==> src/sv/rtpg_pkg.sv <==
// ----------------------------------------------------------------------------
// rtpg_pkg
// Shared types, codes, color tables and small constant dividers for the
// raster test-pattern generator.
// ----------------------------------------------------------------------------
package rtpg_pkg;

	// position values are carried at this width inside the pattern logic
	localparam int POS_W      = 10;
	localparam int CFG_DATA_W = 5;
	localparam int CFG_IDX_W  = 1;

	// configuration register indexes
	localparam logic [CFG_IDX_W-1:0] REG_PATTERN_MODE = 1'd0;
	localparam logic [CFG_IDX_W-1:0] REG_SHIFT_AMOUNT = 1'd1;

	// pattern codes
	localparam logic [2:0] MODE_MONO_CHECK   = 3'd0;
	localparam logic [2:0] MODE_STRIPE_CHECK = 3'd1;
	localparam logic [2:0] MODE_BANDS        = 3'd2;
	localparam logic [2:0] MODE_CROSS        = 3'd3;
	localparam logic [2:0] MODE_XOR_FRAME    = 3'd4;
	localparam logic [2:0] MODE_PROD_FRAME   = 3'd5;
	localparam logic [2:0] MODE_CHAOS        = 3'd6;
	localparam logic [2:0] MODE_XY           = 3'd7;

	// multiplier operand selection
	localparam logic [1:0] MUL_FIRST = 2'd0;	// pattern's own product
	localparam logic [1:0] MUL_RECIP = 2'd1;	// |p|/32 times reciprocal of 25
	localparam logic [1:0] MUL_SCALE = 2'd2;	// signed quotient times frame count

	// ceil(2^31 / 25): (m * RECIP_800) >> 31 == m / 25 for m <= 2^26
	localparam logic [31:0] RECIP_800 = 32'd85899346;

	localparam logic [7:0] BLACK = 8'h00;
	localparam logic [7:0] WHITE = 8'hFF;

	typedef struct packed {
		logic               frame_start;
		logic signed [31:0] frame_count;
		logic signed [31:0] chaos_sample;
	} req_t;

	typedef struct packed {
		logic [17:0] pixel_index;
		logic [7:0]  color;
		logic        frame_end;
	} pix_t;

	// controller to datapath
	typedef struct packed {
		logic       load;
		logic       mul_en;
		logic [1:0] mul_op;
		logic       out_load;
	} cmd_t;

	// datapath to controller
	typedef struct packed {
		logic needs_mul;
		logic chaos;
	} status_t;

	// RGB332 color table
	function automatic logic [7:0] palette(input logic [2:0] i);
		logic [7:0] c;
		unique case (i)
			3'd0: c = 8'h00;
			3'd1: c = 8'h07;
			3'd2: c = 8'h3F;
			3'd3: c = 8'h38;
			3'd4: c = 8'hF8;
			3'd5: c = 8'h0F;
			3'd6: c = 8'hC0;
			3'd7: c = 8'hFF;
		endcase
		return c;
	endfunction

	// v / 24 for v < 1024: (v >> 3) / 3 by reciprocal 43 / 128
	function automatic logic [5:0] div24(input logic [POS_W-1:0] v);
		logic [12:0] p;
		p = 13'(v[POS_W-1:3]) * 13'd43;
		return p[12:7];
	endfunction

	// v / 60 for v < 1024: (v >> 2) / 15 by reciprocal 274 / 4096
	function automatic logic [4:0] div60(input logic [POS_W-1:0] v);
		logic [16:0] p;
		p = 17'(v[POS_W-1:2]) * 17'd274;
		return p[16:12];
	endfunction

endpackage

==> src/sv/raster_test_pattern_generator.sv <==
// ----------------------------------------------------------------------------
// raster_test_pattern_generator
// Raster-order test-pattern source, one pixel per request item.
// ----------------------------------------------------------------------------
// Each accepted request yields one pixel (index, RGB332 color, end-of-frame
// mark) in raster order over a FRAME_W by FRAME_H frame. The controller walks
// each item through the single shared 32x32 multiplier as its pattern needs
// (one product per cycle): no product for patterns 0 to 3, one for patterns
// 4, 5 and 7, and three in a row for the chaos pattern 6 (its product, the
// division by 800 and the scaling by frame count). A finished pixel sits in an
// output register, so the next request is taken while it waits. Write
// pattern_mode (index 0) and shift_amount (index 1) only while no pixel is
// in flight.
module raster_test_pattern_generator #(
	parameter int FRAME_W = 320,
	parameter int FRAME_H = 480
) (
	input  logic                            clk,
	input  logic                            arst_n,
	input  logic                            req_valid,
	output logic                            req_ready,
	input  rtpg_pkg::req_t                  req,
	output logic                            pix_valid,
	input  logic                            pix_ready,
	output rtpg_pkg::pix_t                  pix,
	input  logic                            cfg_we,
	input  logic [rtpg_pkg::CFG_IDX_W-1:0]  cfg_index,
	input  logic [rtpg_pkg::CFG_DATA_W-1:0] cfg_data
);
	import rtpg_pkg::*;

	cmd_t    cmd;
	status_t status;

	rtpg_ctrl u_ctrl (
		.clk       (clk),
		.arst_n    (arst_n),
		.req_valid (req_valid),
		.req_ready (req_ready),
		.pix_valid (pix_valid),
		.pix_ready (pix_ready),
		.status    (status),
		.cmd       (cmd)
	);

	rtpg_dp #(
		.FRAME_W (FRAME_W),
		.FRAME_H (FRAME_H)
	) u_dp (
		.clk       (clk),
		.arst_n    (arst_n),
		.req       (req),
		.cfg_we    (cfg_we),
		.cfg_index (cfg_index),
		.cfg_data  (cfg_data),
		.cmd       (cmd),
		.status    (status),
		.pix       (pix)
	);

endmodule

==> src/sv/rtpg_ctrl.sv <==
// ----------------------------------------------------------------------------
// rtpg_ctrl
// Sequencer for the pattern generator: takes an item, steps the shared
// multiplier as the pattern needs, and manages the output register.
// ----------------------------------------------------------------------------
module rtpg_ctrl (
	input  logic              clk,
	input  logic              arst_n,
	input  logic              req_valid,
	output logic              req_ready,
	output logic              pix_valid,
	input  logic              pix_ready,
	input  rtpg_pkg::status_t status,
	output rtpg_pkg::cmd_t    cmd
);
	import rtpg_pkg::*;

	localparam logic [2:0] S_IDLE = 3'd0;
	localparam logic [2:0] S_MUL  = 3'd1;
	localparam logic [2:0] S_DIV  = 3'd2;
	localparam logic [2:0] S_FC   = 3'd3;
	localparam logic [2:0] S_FIN  = 3'd4;

	logic [2:0] state_q, state_d;
	logic       out_valid_q;
	logic       out_free;

	assign req_ready = (state_q == S_IDLE);
	assign pix_valid = out_valid_q;
	assign out_free  = !out_valid_q || pix_ready;

	// next state and commands
	always_comb begin
		state_d      = state_q;
		cmd.load     = 1'b0;
		cmd.mul_en   = 1'b0;
		cmd.mul_op   = MUL_FIRST;
		cmd.out_load = 1'b0;
		unique case (state_q)
			S_IDLE: begin
				if (req_valid) begin
					cmd.load = 1'b1;
					state_d  = status.needs_mul ? S_MUL : S_FIN;
				end
			end
			S_MUL: begin
				cmd.mul_en = 1'b1;
				cmd.mul_op = MUL_FIRST;
				state_d    = status.chaos ? S_DIV : S_FIN;
			end
			S_DIV: begin
				cmd.mul_en = 1'b1;
				cmd.mul_op = MUL_RECIP;
				state_d    = S_FC;
			end
			S_FC: begin
				cmd.mul_en = 1'b1;
				cmd.mul_op = MUL_SCALE;
				state_d    = S_FIN;
			end
			S_FIN: begin
				if (out_free) begin
					cmd.out_load = 1'b1;
					state_d      = S_IDLE;
				end
			end
			default: state_d = S_IDLE;
		endcase
	end

	// state and output valid
	always_ff @(posedge clk or negedge arst_n) begin
		if (!arst_n) begin
			state_q     <= S_IDLE;
			out_valid_q <= 1'b0;
		end else begin
			state_q <= state_d;
			if (cmd.out_load)
				out_valid_q <= 1'b1;
			else if (pix_ready)
				out_valid_q <= 1'b0;
		end
	end

	// a result is never written over one that is still waiting
	a_no_overwrite: assert property (@(posedge clk) disable iff (!arst_n)
		cmd.out_load |-> (!out_valid_q || pix_ready))
		else $error("output register overwritten");

	// an accepted item always leaves idle
	a_leave_idle: assert property (@(posedge clk) disable iff (!arst_n)
		(req_valid && req_ready) |=> (state_q != S_IDLE))
		else $error("item accepted but controller stayed idle");

	// the division step is always followed by the scaling step
	a_div_then_fc: assert property (@(posedge clk) disable iff (!arst_n)
		(state_q == S_DIV) |=> (state_q == S_FC))
		else $error("chaos sequence broken");

	// a new result only appears out of the finishing step
	a_valid_from_fin: assert property (@(posedge clk) disable iff (!arst_n)
		$rose(out_valid_q) |-> ($past(state_q) == S_FIN))
		else $error("result shown outside finishing step");

endmodule

==> src/sv/rtpg_dp.sv <==
// ----------------------------------------------------------------------------
// rtpg_dp
// Datapath: raster and stripe counters, configuration registers, item
// registers, shared 32x32 multiplier and the output register.
// ----------------------------------------------------------------------------
module rtpg_dp #(
	parameter int FRAME_W = 320,
	parameter int FRAME_H = 480
) (
	input  logic                               clk,
	input  logic                               arst_n,
	input  rtpg_pkg::req_t                     req,
	input  logic                               cfg_we,
	input  logic [rtpg_pkg::CFG_IDX_W-1:0]     cfg_index,
	input  logic [rtpg_pkg::CFG_DATA_W-1:0]    cfg_data,
	input  rtpg_pkg::cmd_t                     cmd,
	output rtpg_pkg::status_t                  status,
	output rtpg_pkg::pix_t                     pix
);
	import rtpg_pkg::*;

	localparam int COL_W   = $clog2(FRAME_W);
	localparam int ROW_W   = $clog2(FRAME_H);
	localparam int IDX_W   = $clog2(FRAME_W * FRAME_H);
	localparam int SC_LIM  = FRAME_W / 16;
	localparam int SR_LIM  = FRAME_H / 16;
	localparam int SC_W    = $clog2(SC_LIM + 1);
	localparam int SR_W    = $clog2(SR_LIM + 1);

	// configuration
	logic [2:0] pattern_mode_q;
	logic [4:0] shift_amount_q;

	// raster and stripe state
	logic [COL_W-1:0] col_q, col_e, col_d;
	logic [ROW_W-1:0] row_q, row_e, row_d;
	logic [IDX_W-1:0] idx_q, idx_e, idx_d;
	logic [SC_W-1:0]  scc_q, scc_e, scc_d;
	logic [SR_W-1:0]  src_q, src_e, src_d;
	logic [2:0]       sci_q, sci_e, sci_d;
	logic             last_e;

	// item registers
	logic [COL_W-1:0]  col_s1;
	logic [ROW_W-1:0]  row_s1;
	logic [IDX_W-1:0]  idx_s1;
	logic [31:0]       fc_s1;
	logic [31:0]       cs_s1;
	logic [7:0]        color_s1;
	logic              last_s1;

	// multiplier
	logic [63:0] product_q;
	logic        sign_q;
	logic [31:0] mul_a, mul_b;
	logic [31:0] x32, y32, p_lo, mag, quo, quo_s;

	// pattern logic at load
	logic [POS_W-1:0] x10, y10;
	logic [5:0]       y_div24;
	logic [4:0]       y_div60;
	logic [7:0]       color_e;
	logic [31:0]      shifted;
	logic [7:0]       color_f;

	assign status.needs_mul = pattern_mode_q[2];
	assign status.chaos     = (pattern_mode_q == MODE_CHAOS);

	// colored cross on white
	function automatic logic [7:0] cross_color(input logic [POS_W-1:0] x,
		input logic [POS_W-1:0] y);
		logic [7:0] c;
		if (y > 10'd230 && y < 10'd250 && x > 10'd155 && x < 10'd165)
			c = WHITE;
		else if (y > 10'd80 && y < 10'd400 && x > 10'd140 && x < 10'd180)
			c = palette(3'(x[7:5] + 3'd1));
		else if (y > 10'd200 && y < 10'd280 && x > 10'd40 && x < 10'd280)
			c = palette(3'(y[7:5] + 3'd3));
		else
			c = WHITE;
		return c;
	endfunction

	// frame start applies before this pixel, then stripe update and next raster
	always_comb begin
		col_e = req.frame_start ? '0 : col_q;
		row_e = req.frame_start ? '0 : row_q;
		idx_e = req.frame_start ? '0 : idx_q;
		scc_e = req.frame_start ? '0 : scc_q;
		src_e = req.frame_start ? '0 : src_q;
		sci_e = req.frame_start ? '0 : sci_q;

		scc_d = scc_e;
		src_d = src_e;
		sci_d = sci_e;
		if (col_e == '0) begin
			if (src_d == SR_W'(SR_LIM)) begin
				src_d = '0;
				sci_d = 3'(sci_d + 3'd3);
			end
			src_d = SR_W'(src_d + 1'b1);
		end
		if (scc_d == SC_W'(SC_LIM)) begin
			scc_d = '0;
			sci_d = 3'(sci_d + 3'd1);
		end
		scc_d = SC_W'(scc_d + 1'b1);

		last_e = (col_e == COL_W'(FRAME_W - 1)) && (row_e == ROW_W'(FRAME_H - 1));
		if (col_e == COL_W'(FRAME_W - 1)) begin
			col_d = '0;
			row_d = last_e ? '0 : ROW_W'(row_e + 1'b1);
		end else begin
			col_d = COL_W'(col_e + 1'b1);
			row_d = row_e;
		end
		idx_d = last_e ? '0 : IDX_W'(idx_e + 1'b1);

		x10 = POS_W'(col_e);
		y10 = POS_W'(row_e);
		y_div24 = div24(y10);
		y_div60 = div60(y10);
		unique case (pattern_mode_q)
			MODE_MONO_CHECK:   color_e = (y_div24[0] ^ x10[4]) ? WHITE : BLACK;
			MODE_STRIPE_CHECK: color_e = palette(sci_d);
			MODE_BANDS:        color_e = palette(y_div60[2:0]);
			MODE_CROSS:        color_e = cross_color(x10, y10);
			default:           color_e = BLACK;
		endcase

		// frame wrap clears the stripe state once this pixel's color is taken
		if (last_e) begin
			scc_d = '0;
			src_d = '0;
			sci_d = '0;
		end
	end

	// configuration writes and raster state
	always_ff @(posedge clk or negedge arst_n) begin
		if (!arst_n) begin
			pattern_mode_q <= '0;
			shift_amount_q <= '0;
			col_q          <= '0;
			row_q          <= '0;
			idx_q          <= '0;
			scc_q          <= '0;
			src_q          <= '0;
			sci_q          <= '0;
		end else begin
			if (cfg_we && cfg_index == REG_PATTERN_MODE)
				pattern_mode_q <= cfg_data[2:0];
			if (cfg_we && cfg_index == REG_SHIFT_AMOUNT)
				shift_amount_q <= cfg_data[4:0];
			if (cmd.load) begin
				col_q <= col_d;
				row_q <= row_d;
				idx_q <= idx_d;
				scc_q <= scc_d;
				src_q <= src_d;
				sci_q <= sci_d;
			end
		end
	end

	// item capture
	always_ff @(posedge clk) begin
		if (cmd.load) begin
			col_s1   <= col_e;
			row_s1   <= row_e;
			idx_s1   <= idx_e;
			fc_s1    <= req.frame_count;
			cs_s1    <= req.chaos_sample;
			color_s1 <= color_e;
			last_s1  <= last_e;
		end
	end

	// multiplier operands
	always_comb begin
		x32   = 32'(col_s1);
		y32   = 32'(row_s1);
		p_lo  = product_q[31:0];
		mag   = p_lo[31] ? (~p_lo + 32'd1) : p_lo;
		quo   = product_q[62:31];
		quo_s = sign_q ? (~quo + 32'd1) : quo;
		mul_a = '0;
		mul_b = '0;
		unique case (cmd.mul_op)
			MUL_FIRST: begin
				unique case (pattern_mode_q)
					MODE_XOR_FRAME: begin
						mul_a = y32 ^ ~(x32 << 1);
						mul_b = fc_s1;
					end
					MODE_PROD_FRAME: begin
						mul_a = ((y32 << 8) - y32) ^ ((x32 << 8) - x32);
						mul_b = ~fc_s1;
					end
					MODE_CHAOS: begin
						mul_a = 32'(idx_s1);
						mul_b = cs_s1;
					end
					default: begin
						mul_a = y32;
						mul_b = x32;
					end
				endcase
			end
			MUL_RECIP: begin
				mul_a = 32'(mag[31:5]);
				mul_b = RECIP_800;
			end
			MUL_SCALE: begin
				mul_a = quo_s;
				mul_b = fc_s1;
			end
			default: begin
				mul_a = '0;
				mul_b = '0;
			end
		endcase
	end

	always_ff @(posedge clk) begin
		if (cmd.mul_en)
			product_q <= 64'(mul_a) * 64'(mul_b);
		if (cmd.mul_en && cmd.mul_op == MUL_RECIP)
			sign_q <= p_lo[31];
	end

	// final color select
	always_comb begin
		shifted = 32'($signed(product_q[31:0]) >>> shift_amount_q);
		unique case (pattern_mode_q)
			MODE_XOR_FRAME:  color_f = product_q[23:16];
			MODE_PROD_FRAME,
			MODE_CHAOS,
			MODE_XY:         color_f = shifted[7:0];
			default:         color_f = color_s1;
		endcase
	end

	// output register
	always_ff @(posedge clk) begin
		if (cmd.out_load) begin
			pix.pixel_index <= 18'(idx_s1);
			pix.color       <= color_f;
			pix.frame_end   <= last_s1;
		end
	end

endmodule

==> config.mk <==
export PLATFORM = sky130hd
export DESIGN_NAME = raster_test_pattern_generator
export DESIGN_NICKNAME = d
export VERILOG_FILES = /design/src/sv/rtpg_pkg.sv /design/src/sv/raster_test_pattern_generator.sv /design/src/sv/rtpg_ctrl.sv /design/src/sv/rtpg_dp.sv
export SDC_FILE = /design/constraint.sdc
export NUM_CORES = 2
export LEC_CHECK = 0
export BUFFER_PORTS_ARGS = -buffer_cell sky130_fd_sc_hd__buf_4
export CAP_MARGIN = 15
export CORE_ASPECT_RATIO = 0.9
export CORE_MARGIN = 2
export CORE_UTILIZATION = 45
export DETAILED_ROUTE_END_ITERATION = 8
export GPL_ROUTABILITY_DRIVEN = 0
export PLACE_DENSITY_LB_ADDON = 0.12
export SLEW_MARGIN = 20
export SYNTH_ARGS = -nofsm -noshare
export SYNTH_HDL_FRONTEND = slang
export SYNTH_HIERARCHICAL = 1
export SYNTH_SLANG_ARGS = --single-unit
==> constraint.sdc <==
create_clock -name clk -period 15.45 [get_ports clk]
set_clock_uncertainty 0.1 [all_clocks]
set_input_delay 0.7725 -clock clk [delete_from_list [all_inputs] [get_ports clk]]
set_output_delay 0.7725 -clock clk [all_outputs]
set_load 0.01 [all_outputs]
==> run summary <==
Status: completed
Initial antenna violation count: 6
Synth Instances: 5366
Total GRT Usage: 29.5%
Critical Path AT: 12.24 ns
Vias in the first global route: 38647
Routed len/inst: 23.4 µm
Hold-fix buffers at CTS: 0
CTS Root Cell: clkbuf_16
Remaining DRCs: 0
Post-CTS resize count: 0
Fillcell total: 10328
Drt total wl: 158 mm
Final setup viols: 0
Setup TNS Final: 0 ns
CP required: 15.66 ns
Commonest non-fill, non-tap cell in the layout: inv_1
Least-Margin Pin Slew: 1.30 ns
Share of cells above drive strength 1: 7.22%
Yosys warnings: 6
Multi-input logic area: 0.0364 mm²
Most frequent cells in the layout: inv_1 (998), fa_1 (900), nand2_1 (794), nor2_1 (533), ha_1 (321)
Seq/Total Area, Yosys: 15.3%
Die width: 350 µm
Net Count, Synth: 6663
Initial Util: 45.2%
Worst-path fanout max: 33
Row count: 114
Max Fclk: 83.1 MHz
Cts bufs inserted: 29
Input/output buffers: 104
Final net count: 6618
Register area: 0.00741 mm²
CORE AREA: 0.107 mm²
Mapped Area: 0.0484 mm²
Fin. Hold Viols: 0
CP max stage delay: 0.73 ns
N_diodes: 0
Via density: 5.53
Crit end category: flop
First-pass GRT wire length: 243 mm
Drt pass-1 iters: 6
Die area: 0.110 mm²
Remaining antenna violation count: 0
Later-pin clock latency in the skew report: 0.58 ns
Tmin final: 12.03 ns
Post-DP HPWL: 124 mm
Slew Limit Fails: 0
Max cap viols: 0
Final Cycle Share: 77.9%
Most used cell, CP: fa_1
Die Span Y: 315 µm
EDFF count, synth: 196
GRT Residual Overflow: 0
I/O pin cnt: 105
Crit path kind: reg2reg
Slowest CP cell: a31o_2
Hold Path Class: in2async
CTS sink cnt: 257
Primary FF master, synth: edfxtp_1
Max clock buf depth: 3
Htree depth: 1
Slew margin rel.: 13.4%
Setup bufs post-CTS: 0
RSZ-0062 raised after global routing: false
Netlist cell types: 85
Number of DRC markers in iteration 0: 3190
Area Growth Syn to Fin: 7.46%
Synth async-reset ratio: 23.7%
Synthesis-stage register bit count: 257
Crit start category: flop
Via count: 37272
CTS tree: built
Clock transition at path regs: 0.06 ns
Syn Area/Cell: 9.02 µm²
Largest net degree at the start of global routing: 82
-- area by class of cell --
cell class                 count  area share (%)
clock buffer                  31            1.41
clock inverter                22           0.544
inverter                    1001            7.23
multi-input combinational   3809            70.0
sequential                   257            14.3
tap                         1392            3.35
timing repair buffer         223            3.22
-- state kept, by name (all words and copies together), names as in the netlist, 3 cells and up --
name                 cells
u_dp/cs_s1              32
u_ctrl/state_q           3
u_dp/col_q               9
u_dp/col_s1              9
u_dp/fc_s1              32
u_dp/row_q               9
u_dp/color_s1            4
u_dp/scc_q               5
u_dp/pattern_mode_q      3
u_dp/idx_q              18
u_dp/sci_q               3
u_dp/row_s1              9
u_dp/src_q               5
u_dp/product_q          63
u_dp/idx_s1             18
u_dp/pix                27
u_dp/shift_amount_q      5
-- stage by stage --
stage	hold slack, ns	area [µm²]	setup WS [ns]	instances	util [%]
after floorplan	0.300	48400	5.44	5366	-
after global placement	0.308	51000	3.79	6682	47.6
after detailed placement	0.330	51000	3.69	6682	47.7
after CTS	0.238	52000	3.63	6735	48.6
after global routing	0.243	52000	3.01	6735	48.6
final	0.215	52000	3.42	6735	48.6
-- synthesized netlist by cell type, types with 8 or more instances --
cell type | instances | share of area [%]
o21ai_0 | 155 | 1.6
o221ai_1 | 14 | 0.25
or3_1 | 18 | 0.23
o21bai_1 | 11 | 0.17
nor2_1 | 536 | 4.2
nor3_1 | 34 | 0.35
a311oi_1 | 9 | 0.16
dfrtp_1 | 61 | 3.2
or4_1 | 9 | 0.14
o22ai_1 | 26 | 0.34
nand3_1 | 28 | 0.29
mux2_2 | 20 | 0.47
o21a_1 | 15 | 0.23
o31ai_1 | 23 | 0.36
inv_1 | 998 | 7.7
o211ai_1 | 19 | 0.29
edfxtp_1 | 196 | 12
a211oi_1 | 22 | 0.34
or2_2 | 11 | 0.14
nand2b_1 | 35 | 0.45
o2bb2ai_1 | 15 | 0.27
o41ai_1 | 8 | 0.14
buf_1 | 20 | 0.16
o311ai_0 | 8 | 0.14
mux2i_1 | 43 | 0.89
nand2_1 | 794 | 6.2
a221oi_1 | 12 | 0.22
a31oi_1 | 13 | 0.17
ha_1 | 321 | 8.3
nand4_1 | 17 | 0.22
a21o_1 | 57 | 0.88
o21ai_1 | 17 | 0.18
and3_1 | 24 | 0.31
clkbuf_1 | 270 | 2.1
xnor2_1 | 104 | 1.9
fa_1 | 900 | 37
xor2_1 | 80 | 1.4
nor2b_1 | 58 | 0.75
and2_1 | 72 | 0.93
a21oi_1 | 152 | 1.6
mux4_2 | 14 | 0.65
-- final timing paths --
kind,start,to,slack [ns],cells past startpoint
max reg2reg,u_dp/product_q[31],u_dp/product_q[59],3.42,35
max in group asynchronous,arst_n,u_dp/pattern_mode_q[1],14.43,1
min reg2reg,u_dp/last_s1,u_dp/pix[0],0.35,0
min,arst_n,u_dp/scc_q[0],0.22,1
max,u_dp/product_q[31],u_dp/product_q[59],3.42,35
min in group clk,req[39],u_dp/fc_s1[7],0.27,1
-- layer usage --
layer | track usage, % | up-vias | routed length [µm]
met3 | 4.27 | 237 | 11300
met2 | 46.2 | 1380 | 70500
met4 | 10.3 | 2 | 6890
met5 | 0 | - | 14
met1 | 42.0 | 19043 | 68900
li1 | - | 16610 | -
-- critical path: cells and delay by family, from the launching register on --
| kind | cells | cell delay (ns) |
|---|---|---|
| adders and majority gates | 10 | 4.64 |
| DFF | 1 | 0.36 |
| and+or+nand+nor | 10 | 2.79 |
| buffers and inverters | 5 | 0.65 |
| AOI/OAI and AO/OA | 9 | 3.08 |
| xor gates and xnor gates | 1 | 0.13 |
-- cells by family (layout without fill, tap and decap cells) --
kind of cell             after synthesis  in the layout  share of synthesized area [%]
flip-flops                           257            257                           15.3
multiplexers                          77             77                           2.01
AND/OR/NAND/NOR                     1683           1683                           15.0
buffers and inverters               1300           1277                           10.2
XOR/XNOR                             185            185                           3.38
AO/OA/AOI/OAI                        643            643                           8.63
adder cells (fa/ha/maj)             1221           1221                           45.5
Power is left out: the tool's default activity adds up to more than one toggle a clock period on the data nets, which glitch-free logic cannot reach.
